**src/hw/rtl/hcb_pkg.sv**
```systemverilog
// Shared constants and types for the Huffman code builder.
// No dependencies.
package hcb_pkg;
  localparam int SYMBOLS     = 32;
  localparam int WEIGHT_BITS = 16;
  localparam int NODES       = 2 * SYMBOLS - 1;
  localparam int IDX_W       = (NODES > 1) ? $clog2(NODES) : 1;
  localparam int CNT_W       = $clog2(SYMBOLS + 1);
  localparam int NODE_W      = WEIGHT_BITS + CNT_W;
  localparam int IN_W        = 16;
  localparam int W_USE       = (WEIGHT_BITS < IN_W) ? WEIGHT_BITS : IN_W;
  localparam int SYM_W       = 6;
  localparam int LEN_W       = 6;
  localparam int CODE_W      = 63;

  // running two-least search, handed from cell to cell
  typedef struct packed {
    logic              go;
    logic              v1;
    logic [NODE_W-1:0] w1;
    logic [IDX_W-1:0]  i1;
    logic              v2;
    logic [NODE_W-1:0] w2;
    logic [IDX_W-1:0]  i2;
  } carry_t;

  // merge broadcast: a left, b right, new node k
  typedef struct packed {
    logic              en;
    logic [IDX_W-1:0]  a;
    logic [IDX_W-1:0]  b;
    logic [IDX_W-1:0]  k;
    logic [NODE_W-1:0] sum;
  } merge_t;

  typedef struct packed {
    logic [IDX_W-1:0]  grp;
    logic [LEN_W-1:0]  len;
    logic [CODE_W-1:0] bits;
  } leaf_t;
endpackage

```
**src/hw/rtl/hcb_cell.sv**
```systemverilog
// One tree node cell: holds weight and free flag, updates the passing search.
// Depends on hcb_pkg.
module hcb_cell (
  input  logic                       clk,
  input  logic                       rst,
  input  logic [hcb_pkg::IDX_W-1:0]  idx,
  input  logic                       load_en,
  input  logic                       clear_en,
  input  logic [hcb_pkg::NODE_W-1:0] load_weight,
  input  hcb_pkg::merge_t            merge,
  input  hcb_pkg::carry_t            cin,
  output hcb_pkg::carry_t            cout
);
  logic [hcb_pkg::NODE_W-1:0] weight;
  logic                       free;
  hcb_pkg::carry_t            c_next;

  always_comb begin
    c_next = cin;
    if (cin.go && free) begin
      if (!cin.v1 || weight < cin.w1) begin
        c_next.v2 = cin.v1;
        c_next.w2 = cin.w1;
        c_next.i2 = cin.i1;
        c_next.v1 = 1'b1;
        c_next.w1 = weight;
        c_next.i1 = idx;
      end else if (!cin.v2 || weight < cin.w2) begin
        c_next.v2 = 1'b1;
        c_next.w2 = weight;
        c_next.i2 = idx;
      end
    end
  end

  always_ff @(posedge clk) begin
    if (rst) begin
      free    <= 1'b0;
      cout.go <= 1'b0;
    end else begin
      cout.go <= c_next.go;
      if (load_en) begin
        free <= 1'b1;
      end else if (clear_en) begin
        free <= 1'b0;
      end else if (merge.en) begin
        if (idx == merge.k) begin
          free <= 1'b1;
        end else if (idx == merge.a || idx == merge.b) begin
          free <= 1'b0;
        end
      end
    end
    cout.v1 <= c_next.v1;
    cout.w1 <= c_next.w1;
    cout.i1 <= c_next.i1;
    cout.v2 <= c_next.v2;
    cout.w2 <= c_next.w2;
    cout.i2 <= c_next.i2;
    if (load_en) begin
      weight <= load_weight;
    end else if (merge.en && idx == merge.k) begin
      weight <= merge.sum;
    end
  end
endmodule

```
**config.mk**
```make
export PLATFORM = sky130hd
export DESIGN_NAME = hcb_cell
export DESIGN_NICKNAME = d
export VERILOG_FILES = /design/src/hw/rtl/hcb_pkg.sv /design/src/hw/rtl/hcb_cell.sv
export SDC_FILE = /design/constraint.sdc
export NUM_CORES = 1
export LEC_CHECK = 0
export BUFFER_PORTS_ARGS = -buffer_cell sky130_fd_sc_hd__buf_2
export CAP_MARGIN = 20
export CORE_ASPECT_RATIO = 0.7
export CORE_MARGIN = 4
export CORE_UTILIZATION = 33
export DETAILED_ROUTE_END_ITERATION = 10
export PLACE_DENSITY = 0.61
export SKIP_CTS_REPAIR_TIMING = 1
export SYNTH_ARGS = -nofsm -noshare
export SYNTH_HDL_FRONTEND = slang
export SYNTH_SLANG_ARGS = --single-unit
```
**constraint.sdc**
```tcl
create_clock -name clk -period 4.6 [get_ports clk]
set_input_delay 0 -clock clk [delete_from_list [all_inputs] [get_ports clk]]
set_output_delay 0 -clock clk [all_outputs]
set_load 0.02 [all_outputs]
```
-- Word-level counts from Yosys, hierarchy flattened
Cells that the tools add are included.
- add/sub/neg operators: 0
- $mul: 0
- div/mod/pow operators: 0
- order comparisons: 2
- equal/unequal tests: 3
- shift operators: 0
- mux-type cells: 11
- bitwise gates (word level): 0
- reductions and logical operators: 11
- operators by type and width (cell ; number):
    29-bit 2-to-1 mux ; 3
    58-bit 2-to-1 mux ; 1
    22-bit less-than comparator ; 2
    22-bit 2-to-1 mux ; 2
    6-bit == test ; 3
    1-bit 2-to-1 mux ; 5
    4-bit nonzero test ; 1
    1-bit logical OR ; 3
    3-bit nonzero test ; 1
    1-bit logical AND ; 2
    1-bit zero test ; 2
    2-bit AND reduction ; 1
    2-bit nonzero test ; 1
- register bits after elaboration: 82
- bits in latches: 0
- bits in writable memories: 0
- memory bits (read-only): 0
- input bits: 132
- output and inout bits: 59
- word-level logic and storage cells: 36
- memories: 0

-- Longest topological paths before layout
- depth after elaboration: 7
- gate-level depth with buffers: 11
- mapped depth without buffers: 9

-- Worst setup path after synthesis
No wires, ideal clock.
- path type: input-to-reg
- from: input idx[1] (netlist name)
- to: register weight[0] (netlist name) (enable)
- setup time: 467 ps
- data arrival time: 2860 ps
- data required time: 4133 ps
- slack: 1273 ps
- stages on the path: 4
- buffers on the path: 1
- cells stage by stage: clkbuf_1 -> xnor2_1 -> nand4_1 -> o41ai_1
- cells in the longest elaborated chain, start to end: 3
- RTL lines (element ; RTL line ; source):
    start: declaration ; hcb_cell.sv:6 ; input logic [hcb_pkg::IDX_W-1:0] idx,
    6-bit == test ; hcb_cell.sv:62 ; end else if (merge.en && idx == merge.k) begin
    1-bit logical AND ; hcb_cell.sv:62 ;
    2-bit nonzero test (no source line) ; n/a ;
    end signal: assignment ; hcb_cell.sv:61 ; weight <= load_weight;
    end signal: assignment ; hcb_cell.sv:63 ; weight <= merge.sum;
    end: declaration ; hcb_cell.sv:14 ; logic [hcb_pkg::NODE_W-1:0] weight;
Every way passes these cells.
A chain may end at the register's enable or synchronous reset.

==> impl_metrics.py <==
metrics = {
    "status": {
        "outcome": "finished with violations",
        "violations": "negative hold slack",
    },
    "drt": {
        "wl_per_cell_um": 17.9,
        "drc": 0,
        "vias_per_cell": 5.19,
        "firstDrtPassIters": 5,
        "drtAntennaViolNets": 0,
        "wirelength_um": 19400,
        "num_vias": 5624,
        "drtIter0Drc": 418,
    },
    "floorplan": {
        "core-area_um2": 17200,
        "fp.dieH_um": 119,
        "rows": 40,
        "die_x_um": 166,
        "start_util_pct": 33.8,
        "pin_count": 191,
        "die-area_um2": 19800,
    },
    "setup_path": {
        "crit_type": "register to register",
        "cp.required_ps": 4830,
        "cp_max_fo": 28,
        "critPathLaunchType": "register",
        "cp.arrival_ps": 3250,
        "end_kind": "register",
    },
    "timing": {
        "setup_viol": 0,
        "slew_viol_final": 0,
        "tightest_slew_ps": 947,
        "fmax_ghz": 0.331,
        "fin_setup_tns_ps": 0,
        "skew_ps": 8.37,
        "finalHoldViolCount": 2,
        "finalHoldWorstSlack_ps": -38.1,
        "timing.final.crit_share_pct": 65.7,
        "fin_crit_ps": 3020,
        "relSlewSlack_pct": 36.9,
        "rsz0062_at_grt": "no",
    },
    "layout": {
        "antennaDiodeCount": 0,
        "seqCellArea_um2": 1860,
        "layout_commonest_cell": "buf_2",
        "drive_gt1_share_pct": 34.7,
        "multiInputGateArea_um2": 3540,
        "finalInstanceArea_um2": 8150,
        "fin_nets": 1022,
        "syn2layout_area_growth_pct": 40.7,
        "final_cell_mix": "buf_2 (190), dlygate4sd3_1 (98), nand2_1 (66)",
        "final.fill_count": 1596,
    },
    "pwr": {
        "ir_drop_uv": 180,
        "p_per_area_nw_per_um2": 271,
        "power_leakage_uw": 0.00362,
    },
    "logic_synthesis": {
        "syn_inst": 593,
        "synth-async-reset-ratio_pct": 0,
        "synth_edf_count": 22,
        "syn-num-nets": 767,
        "ys_seq_elements": 82,
        "ys_seq_area_share_pct": 32.1,
        "yosysWarnings": 0,
        "synth_ff_type": "dfxtp_1",
        "synth_cell_type_count": 43,
        "syn_area_um2": 5790,
        "syn_avg_cell_area_um2": 9.77,
    },
    "clock_network": {
        "clk_latency_ps": 340,
        "cts.clk_slew.worst_paths_ps": 60,
        "htree_levels": 3,
        "root_buffer": "clkbuf_16",
        "clock_path_buffers": 2,
        "tritoncts": "built",
        "numCtsBuffers": 9,
        "cts_sinks": 82,
    },
    "place": {
        "gp_congestion": 0.864,
        "hpwlAfterDp_um": 12400,
        "placed_area_um2": 6890,
        "io_buffers": 190,
    },
    "worst_hold_path": {
        "min_path_type": "input port to register",
    },
    "global_route": {
        "grt_max_degree": 58,
        "grt_overflow_total": 0,
        "antenna_found_initial": 0,
        "grt_pass1_wl_um": 29200,
        "first_global_vias": 5289,
        "grtUsageTotal_pct": 18.4,
    },
    "flow_run": {
        "drv_cap": 0,
    },
}
==> final cells by class <==
type | instances | share of cell area (%)
clock buffers | 12 | 3.16
clock inverters | 4 | 0.338
inverters | 45 | 2.07
multi-input cells | 412 | 43.4
flip-flops and latches | 82 | 22.8
well taps | 231 | 3.54
repair buffers | 298 | 24.6
==> synth_stat cells (all sizes together), types with 5 or more instances <==
| cell | count | share of area, % |
|---|---|---|
| a22oi | 28 | 3.6 |
| nor2 | 5 | 0.32 |
| nand3b | 28 | 3.6 |
| a21o | 12 | 1.6 |
| nand4 | 8 | 0.97 |
| mux2 | 50 | 9.7 |
| a41oi | 28 | 6.8 |
| dfxtp | 60 | 21 |
| clkbuf | 33 | 2.1 |
| a21oi | 13 | 1.1 |
| a32o | 56 | 9.7 |
| inv | 45 | 2.9 |
| edfxtp | 22 | 11 |
| xor2 | 7 | 1.1 |
| ha | 42 | 9.1 |
| buf | 21 | 2.4 |
| nand2 | 66 | 4.3 |
| and3 | 31 | 3.3 |
| xnor2 | 11 | 1.7 |
| o21ai | 6 | 0.52 |
==> path summary, 6_finish.rpt <==
path	from	to	slack (ps)	cells past startpoint
max	weight[2]$_DFFE_PP_	cout[44]$_DFF_P_	1580	8
min	cin[27]	cout[27]$_DFF_P_	-40	3
max reg2reg	weight[2]$_DFFE_PP_	cout[44]$_DFF_P_	1580	8
min reg2reg	free$_SDFFE_PP0P_	free$_SDFFE_PP0P_	530	2
==> state kept, by name, indices dropped and copies added, names as in the netlist <==
signal	cells
cout	59
free	1
weight	22
==> stage by stage <==
| stage | instances | utilization (%) | total power (uW) | setup WS, ps |
|---|---|---|---|---|
| 3_3_place_gp | 970 | 40.1 | 1450 | 1540 |
| 2_1_floorplan | 593 | - | 1240 | 1270 |
| 6_report | 1084 | 47.5 | 2210 | 1580 |
| 5_1_grt | 1084 | 47.5 | 2340 | 1340 |
| 4_1_cts | 986 | 41.8 | 2160 | 1440 |
| 3_5_place_dp | 970 | 40.1 | 1450 | 1460 |
==> critical path: stages (launching register included) <==
cell	delay [ps]
edfxtp_1	480
ha_1	330
a21oi_1	140
o21ai_1	100
a221oi_1	370
o31ai_1	170
o21ai_4	140
and3_2	750
mux2_2	420
==> routing by layer <==
metal	wire length [um]	part of all wire, %	vias up	GRT usage (%)
met1	9330	48	2628	26.2
met3	1240	6.4	13	4.94
met4	178	0.92	0	3.93
li1	-	-	2765	-
met2	8630	45	218	27.8
met5	0	0	-	0
==> report_power, final <==
group	internal [uW]	leakage [uW]	switching, uW
Combinational	301	0.00277	353
Sequential	814	0.000722	44.7
Clock	398	0.000130	297
Total	1510	0.00362	695
==> logic make-up after synthesis <==
| family | share of synthesized area (%) |
|---|---|
| AOI/OAI and AO/OA | 25.0 |
| and+or+nand+nor | 13.9 |
| buffers and inverters | 7.45 |
| DFF | 32.1 |
| muxes | 9.72 |
| adders and majority gates | 9.07 |
| xor gates and xnor gates | 2.72 |
Note: power is estimated with default switching activity, not from simulation.
