<file path="src/hw/rtl/hcb_pkg.sv">
// Shared constants and types for the Huffman code builder.
// No dependencies.
package hcb_pkg;
  localparam int SYMBOLS     = 32;
  localparam int WEIGHT_BITS = 16;
  localparam int NODES       = 2 * SYMBOLS - 1;
  localparam int IDX_W       = (NODES > 1) ? $clog2(NODES) : 1;
  localparam int CNT_W       = $clog2(SYMBOLS + 1);
  localparam int NODE_W      = WEIGHT_BITS + CNT_W;
  localparam int IN_W        = 16;
  localparam int W_USE       = (WEIGHT_BITS < IN_W) ? WEIGHT_BITS : IN_W;
  localparam int SYM_W       = 6;
  localparam int LEN_W       = 6;
  localparam int CODE_W      = 63;

  // running two-least search, handed from cell to cell
  typedef struct packed {
    logic              go;
    logic              v1;
    logic [NODE_W-1:0] w1;
    logic [IDX_W-1:0]  i1;
    logic              v2;
    logic [NODE_W-1:0] w2;
    logic [IDX_W-1:0]  i2;
  } carry_t;

  // merge broadcast: a left, b right, new node k
  typedef struct packed {
    logic              en;
    logic [IDX_W-1:0]  a;
    logic [IDX_W-1:0]  b;
    logic [IDX_W-1:0]  k;
    logic [NODE_W-1:0] sum;
  } merge_t;

  typedef struct packed {
    logic [IDX_W-1:0]  grp;
    logic [LEN_W-1:0]  len;
    logic [CODE_W-1:0] bits;
  } leaf_t;
endpackage

</file>
<file path="src/hw/rtl/hcb_leaf.sv">
// One symbol cell: tracks its subtree root, grows its code when that root merges.
// Shifts toward cell 0 during code output. Depends on hcb_pkg.
module hcb_leaf (
  input  logic                      clk,
  input  logic [hcb_pkg::IDX_W-1:0] idx,
  input  logic                      load_en,
  input  hcb_pkg::merge_t           merge,
  input  logic                      shift_en,
  input  hcb_pkg::leaf_t            lin,
  output hcb_pkg::leaf_t            lout
);
  always_ff @(posedge clk) begin
    if (load_en) begin
      lout.grp  <= idx;
      lout.len  <= '0;
      lout.bits <= '0;
    end else if (shift_en) begin
      lout <= lin;
    end else if (merge.en) begin
      if (lout.grp == merge.a) begin
        lout.grp <= merge.k;
        lout.len <= lout.len + 1'b1;
      end else if (lout.grp == merge.b) begin
        lout.grp  <= merge.k;
        lout.len  <= lout.len + 1'b1;
        lout.bits <= lout.bits | (hcb_pkg::CODE_W'(1) << lout.len);
      end
    end
  end
endmodule

</file>
<file path="config.mk">
export PLATFORM = sky130hd
export DESIGN_NAME = hcb_leaf
export DESIGN_NICKNAME = d
export VERILOG_FILES = /design/src/hw/rtl/hcb_pkg.sv /design/src/hw/rtl/hcb_leaf.sv
export SDC_FILE = /design/constraint.sdc
export NUM_CORES = 1
export LEC_CHECK = 0
export BUFFER_PORTS_ARGS = -buffer_cell sky130_fd_sc_hd__buf_2
export CORE_MARGIN = 2
export CORE_UTILIZATION = 45
export DETAILED_ROUTE_END_ITERATION = 7
export PLACE_DENSITY = 0.81
export SYNTH_ARGS = -nofsm -noshare
export SYNTH_HDL_FRONTEND = slang
export SYNTH_SLANG_ARGS = --single-unit
</file>
<file path="constraint.sdc">
create_clock -name clk -period 2.4 [get_ports clk]
set_input_delay 0.48 -clock clk [delete_from_list [all_inputs] [get_ports clk]]
set_output_delay 0.48 -clock clk [all_outputs]
set_load 0.03 [all_outputs]
</file>
Word-level counts from Yosys, hierarchy flattened
Index checks and enable logic that the tools add are counted.
W data, S select, Z words.
- memories: 0
- bits in latches: 0
- logic and storage cells: 23
- register bits: 75
- output and inout bits: 75
- input port bits: 125
- RAM bits: 0
- ROM bits: 0
- multiply operators: 0
- shift operators: 1
- reduce and logical (&&, ||, !) cells: 8
- divide/modulo/power cells: 0
- bitwise gates (word level): 1
- order comparisons: 0
- mux-type cells: 6
- eq/ne operators: 3
- add/sub/neg operators: 1
- operator list (kind ; number):
    $mux W75 ; 4
    $mux W63 ; 1
    $or A63 B63 Y63 ; 1
    $shl A1 B6 Y63 const A ; 1
    $eq A6 B6 Y1 ; 2
    $mux W12 ; 1
    $add A6 B1 Y6 const B ; 1
    $reduce_bool A3 Y1 ; 2
    $reduce_and A2 Y1 ; 2
    $reduce_bool A2 Y1 ; 2
    $reduce_bool A4 Y1 ; 1
    $reduce_and A3 Y1 ; 1
    $ne A2 B2 Y1 const B ; 1

Depth between registers and ports, before layout
Gate-level depths: netlist of the first run.
- depth after elaboration: 7
- depth in mapped cells: 7
- depth with buffers taken out: 6

Worst setup path after synthesis of the first run
No wires, ideal clock.
- kind: flip-flop to flip-flop
- from: register lout[71] in the netlist's numbering
- to: register lout[69] in the netlist's numbering (enable)
- arrival: 1.817 ns
- cell stages (with the launch flop): 7
- setup time: 0.318 ns
- required time: 2.082 ns
- slack: 0.265 ns
- buffers on the path: 1
- period minus slack after synthesis: 2.135 ns
- cell sequence: edfxtp_1 > xor2_1 > nor4_4 > and3_1 > buf_2 > nor2_1 > nand2_1
- word-level cells in the longest chain between the ends: 3
- elaborated cells between the ends (all ways): 4
- classes of those cells: 2 x eq/ne; 2 x reduce/logical
- RTL lines (element ; line ; RTL):
    start: declaration ; hcb_leaf.sv:10 ; output hcb_pkg::leaf_t lout
    start signal: assignment ; hcb_leaf.sv:18 ; lout <= lin;
    $eq A6 B6 Y1 (on tied branches) ; hcb_leaf.sv:20, hcb_leaf.sv:23 ;
    $reduce_bool A4 Y1 (no source line) (*) ; -- ;
    $reduce_and A2 Y1 (no source line) (*) ; -- ;
Mark *: on every way between the ends. The rest lies on a longest branch, timed or not.
A chain may end at the register's enable or synchronous reset.

Worst setup path after layout of the first run
Same ends and word-level chain as after synthesis.

==> run summary, run 1 <==
GR Overflow Total = 0
Mapped Nets = 512
Hold Path Cell Cnt = 2
Placed Cells = 642
synthesized area per cell = 9.63 sq um
M1 wire length = 4.41 mm
Post-CTS Hold Buffers = 0
DR DRC count = 0
Rel. slew slack = 0.584
number of synthesis warnings = 0
Initial Utilization = 0.470
Hold Crit Class = input pin to flop
FF+latch count, synth = 75
gr usage total = 0.233
DIE WIDTH = 94.3 um
TritonCTS Buffers = 9
Synth Flop Type = dfxtp_1
area growth from synthesis to layout = 31.5%
worst reg2reg path depth = 5
RSZ-0062 raised after global routing = no
Top reg by flops = lout
wire per inst = 16.1 um
met2 wire length = 5.17 mm
antenna violations before repair = 0
worst hold start = lin[65]
Clock Skew = 7.22 ps
I/O Buffers = 177
Worst-Margin Slew = 624 ps
global-route wire length before repair = 16.3 mm
asr flop ratio synth = 0
CP startpoint kind = flop
min Tclk post-route = 2150 ps
Ant. Diodes = 0
post-cts gate resize count = 0
via count = 3596
outcome = finished, final reports clean
DR WL met3 = 846 um
drt total wl = 10.6 mm
clk slew on worst S/H paths = 70 ps
vias in the first global route = 3478
Worst EP arrival = 2180 ps
data required time of the critical path = 2430 ps
Cell variety after synth = 40
post-synthesis cell count = 381
largest net degree at the start of global routing = 53
Setup-failing EPs final = 0
Leak = 2.27 nW
non-filler instance count after layout = 657
row count = 32
Mapped Area = 3670 sq um
TritonCTS clock tree = done
Final Wtd Congestion = 0.883
Worst-Skew Late Latency = 330 ps
Die Height = 94.3 um
DP Area = 4660 sq um
EDFF count, synth = 6
max reg flops = 75
Die ar. = 8890 sq um
htree depth = 3
Hold Fails Final Rpt = 0
Pre-Repair DR Iteration Count = 4
1st-iter DRT viols = 206
layout cells sized above 1 = 0.384
Crit Path Category = flop to flop
num ports = 200
Final nets = 682
final period utilization = 0.897
max layer used = met4
clk root buf = clkbuf_8
post-route ant nets = 0
CP startpoint = lout[71]
drt via density = 5.47
Crit. End Element = flop
core area = 7810 sq um
number of clock sinks = 75
R2R Path Start = lout[71]
sequential share of the synthesized area = 0.426
Peak supply drop = 0.355 mV
most frequent cells in the layout = buf_2, dfxtp_1, mux2i_1
maxcap violations = 0
Peak Freq = 464 MHz
CP Max Fanout = 6
most common cell after layout, fill and taps aside = buf_2
setup TNS = 0 ps
Max Slew Vio Count = 0
biggest registers after layout = lout (75)
Fillers = 710
Final Instance Area = 4820 sq um
clock buffer depth = 2
Hold WS = 358 ps
DP Wirelength = 7.99 mm
pwr/cell area = 601 nW/um^2
Post-CTS Repair Setup Buffers = 0
-- worst max-delay path, cell delays in order, from the launching register on --
cell and delay (ps):
edfxtp_1 440, xor2_1 200, nor4_4 520, and3_1 380, nor2_1 90, nand2_1 220
-- worst paths after layout --
path / end / slack [ps]
max: lout[69] / 250
min: lout[65] / 360
max reg2reg: lout[69] / 250
min reg2reg: lout[16] / 510
-- per-stage QoR --
step,power (mW),worst slack [ps],utilization
floorplan,1.84,265,-
detailed placement,2.09,96.1,0.596
global route,3.02,114,0.618
global placement,2.07,157,0.596
finish,2.90,247,0.618
CTS,2.92,234,0.618
-- where the power goes --
group | internal, mW | switching [mW] | total (mW) | leakage, nW
registers | 1.34 | 0.0592 | 1.40 | 0.633
logic | 0.242 | 0.412 | 0.654 | 1.55
clock network | 0.393 | 0.446 | 0.839 | 0.0882
total | 1.98 | 0.918 | 2.90 | 2.27
-- metal layers --
metal	vias to the layer above	GRT usage
met2	146	0.392
met4	0	0.0773
met1	1677	0.295
met3	17	0.0514
met5	-	0
li1	1756	-
-- synth_stat cells, types with 8 or more instances --
library cell,number,area [sq um]
dfxtp_1,69,1380
mux2i_1,58,581
o22ai_1,27,169
o2bb2ai_1,24,210
nor2_1,23,86.3
clkbuf_1,20,75.1
nand2_1,20,75.1
o21ai_0,17,85.1
nand3_1,15,75.1
nor3_1,13,65.1
inv_1,11,41.3
a211oi_1,8,60.1
-- layout make-up --
| cell class | count | area [sq um] | area share |
|---|---|---|---|
| Multi-Input combinational cell | 265 | 1950 | 0.404 |
| Tap cell | 102 | 128 | 0.0265 |
| Clock inverter | 5 | 28.8 | 0.00597 |
| Clock buffer | 10 | 138 | 0.0285 |
| Timing Repair Buffer | 189 | 978 | 0.203 |
| Inverter | 11 | 41.3 | 0.00856 |
| Sequential cell | 75 | 1560 | 0.324 |
-- kinds of logic after synthesis --
logic type / after synthesis / synth area share
AOI/OAI and AO/OA: 94 / 0.190
xor gates and xnor gates: 14 / 0.0334
adders and majority gates: 6 / 0.0205
buffers and inverters: 41 / 0.0433
DFF: 75 / 0.426
muxes: 58 / 0.158
and+or+nand+nor: 93 / 0.128
Power figures use the tool's default switching activity.
==> run 2: changes to the inputs <==
==> constraint.sdc (replaced) <==
create_clock -name clk -period 2.3 [get_ports clk]
set_input_delay 0.46 -clock clk [delete_from_list [all_inputs] [get_ports clk]]
set_output_delay 0.46 -clock clk [all_outputs]
set_load 0.03 [all_outputs]
==> run 2 against run 1 <==
Global-route usage grew 0.70 points. Largest cell class unchanged. Sequential power grew 4%. Non-clock buffer count grew 4. Utilization grew 0.90 points. Highest routed layer unchanged. Largest power group unchanged. Final area grew 1.5%. Critical path depth is the same. Critical path type unchanged. Critical endpoint is now lout[73]. Sequential cell count is the same. Maximum frequency grew 5.5%. Via count grew 0.19%. Wire length grew 1.6%.
==> run summary, run 2 (synthesis gave the netlist of run 1 again) <==
outcome = finished, final reports clean
num ports = 200
TritonCTS Buffers = 9
Max Slew Vio Count = 0
Hold Fails Final Rpt = 0
area of the multi-input gates = 1950 sq um
Peak supply drop = 0.517 mV
max reg flops = 75
clk root buf = clkbuf_8
DR DRC count = 0
DP Area = 4690 sq um
post-route ant nets = 0
layout cells sized above 1 = 0.386
Design Power = 3.22 mW
Clock Skew = 8.03 ps
Fillers = 673
maxcap violations = 0
row count = 32
gr usage total = 0.240
FF+latch area = 1560 sq um
most frequent cells in the layout = buf_2, dfxtp_1, mux2i_1
Leak = 2.31 nW
drt via density = 5.45
clock buffer depth = 2
via count = 3603
Hold Crit Class = input pin to flop
Top reg by flops = lout
Peak Freq = 490 MHz
TritonCTS clock tree = done
Setup-failing EPs final = 0
post-cts gate resize count = 0
pwr/cell area = 658 nW/um^2
Ant. Diodes = 0
worst reg2reg path depth = 5
DP Wirelength = 8.20 mm
Final nets = 686
Crit Path Category = flop to flop
GR Overflow Total = 0
1st-iter DRT viols = 176
Worst EP arrival = 2060 ps
Crit. End Element = flop
setup TNS = 0 ps
Final Instance Area = 4890 sq um
non-filler instance count after layout = 661
CP startpoint kind = flop
vias in the first global route = 3445
Pre-Repair DR Iteration Count = 4
Die Height = 94.3 um
Placed Cells = 646
Worst-Margin Slew = 625 ps
RSZ-0062 raised after global routing = no
I/O Buffers = 177
data required time of the critical path = 2320 ps
most common cell after layout, fill and taps aside = buf_2
drt total wl = 10.8 mm
antenna violations before repair = 0
Post-CTS Hold Buffers = 0
min Tclk post-route = 2040 ps
area growth from synthesis to layout = 33.4%
clk slew on worst S/H paths = 70 ps
biggest registers after layout = lout (75)
global-route wire length before repair = 16.7 mm
number of clock sinks = 75
Post-CTS Repair Setup Buffers = 0
wire per inst = 16.3 um
CP Max Fanout = 6
final period utilization = 0.887
Final Wtd Congestion = 0.898
htree depth = 3
core area = 7810 sq um
Initial Utilization = 0.470
Rel. slew slack = 0.583
DIE WIDTH = 94.3 um
Die ar. = 8890 sq um
Hold Path Cell Cnt = 2
Worst-Skew Late Latency = 330 ps
largest net degree at the start of global routing = 41
[run 2: cell types whose count changed in the layout (fill, tap and decap cells not counted), sizes merged]
cell      delta
buf          +4
inv          -1
bufinv       +2
clkinvlp     -1
[run 2: critical path, stage by stage (launching register included)]
cell	delay, ps
edfxtp_1	460
xor2_1	200
nor4_4	530
and3_1	270
nor2_1	70
nand2_1	210
[run 2: final cells by class]
class | count | share of cell area
Clock inverter | 5 | 0.0161
Clock buffer | 10 | 0.0261
Sequential cell | 75 | 0.319
Tap cell | 102 | 0.0261
Multi-Input combinational cell | 265 | 0.398
Timing Repair Buffer | 193 | 0.206
Inverter | 11 | 0.00844
[run 2: final timing paths]
check                start  endpoint  slack (ps)
setup / recovery  lout[71]  lout[73]         260
hold / removal     lin[65]  lout[65]         350
setup reg to reg  lout[71]  lout[73]         260
hold reg to reg   lout[25]  lout[25]         500
[run 2: where the power goes]
group / switching [mW] / internal (mW) / leakage, nW / total [mW]
clock network: 0.462 / 0.604 / 0.106 / 1.07
logic: 0.435 / 0.255 / 1.57 / 0.690
registers: 0.0584 / 1.40 / 0.633 / 1.46
total: 0.956 / 2.26 / 2.31 / 3.22
[run 2: layer usage]
metal | wire length [um] | global-route usage
met1 | 4370 | 0.293
met2 | 5330 | 0.418
met3 | 968 | 0.0586
met4 | 99 | 0.0664
met5 | 0 | 0
[run 2: stage by stage]
step	hold WS, ps	worst slack [ps]	util
after CTS	341	246	0.627
after global placement	476	191	0.600
after global routing	349	111	0.627
final	349	260	0.627
after floorplan	586	165	-
after detailed placement	486	158	0.600
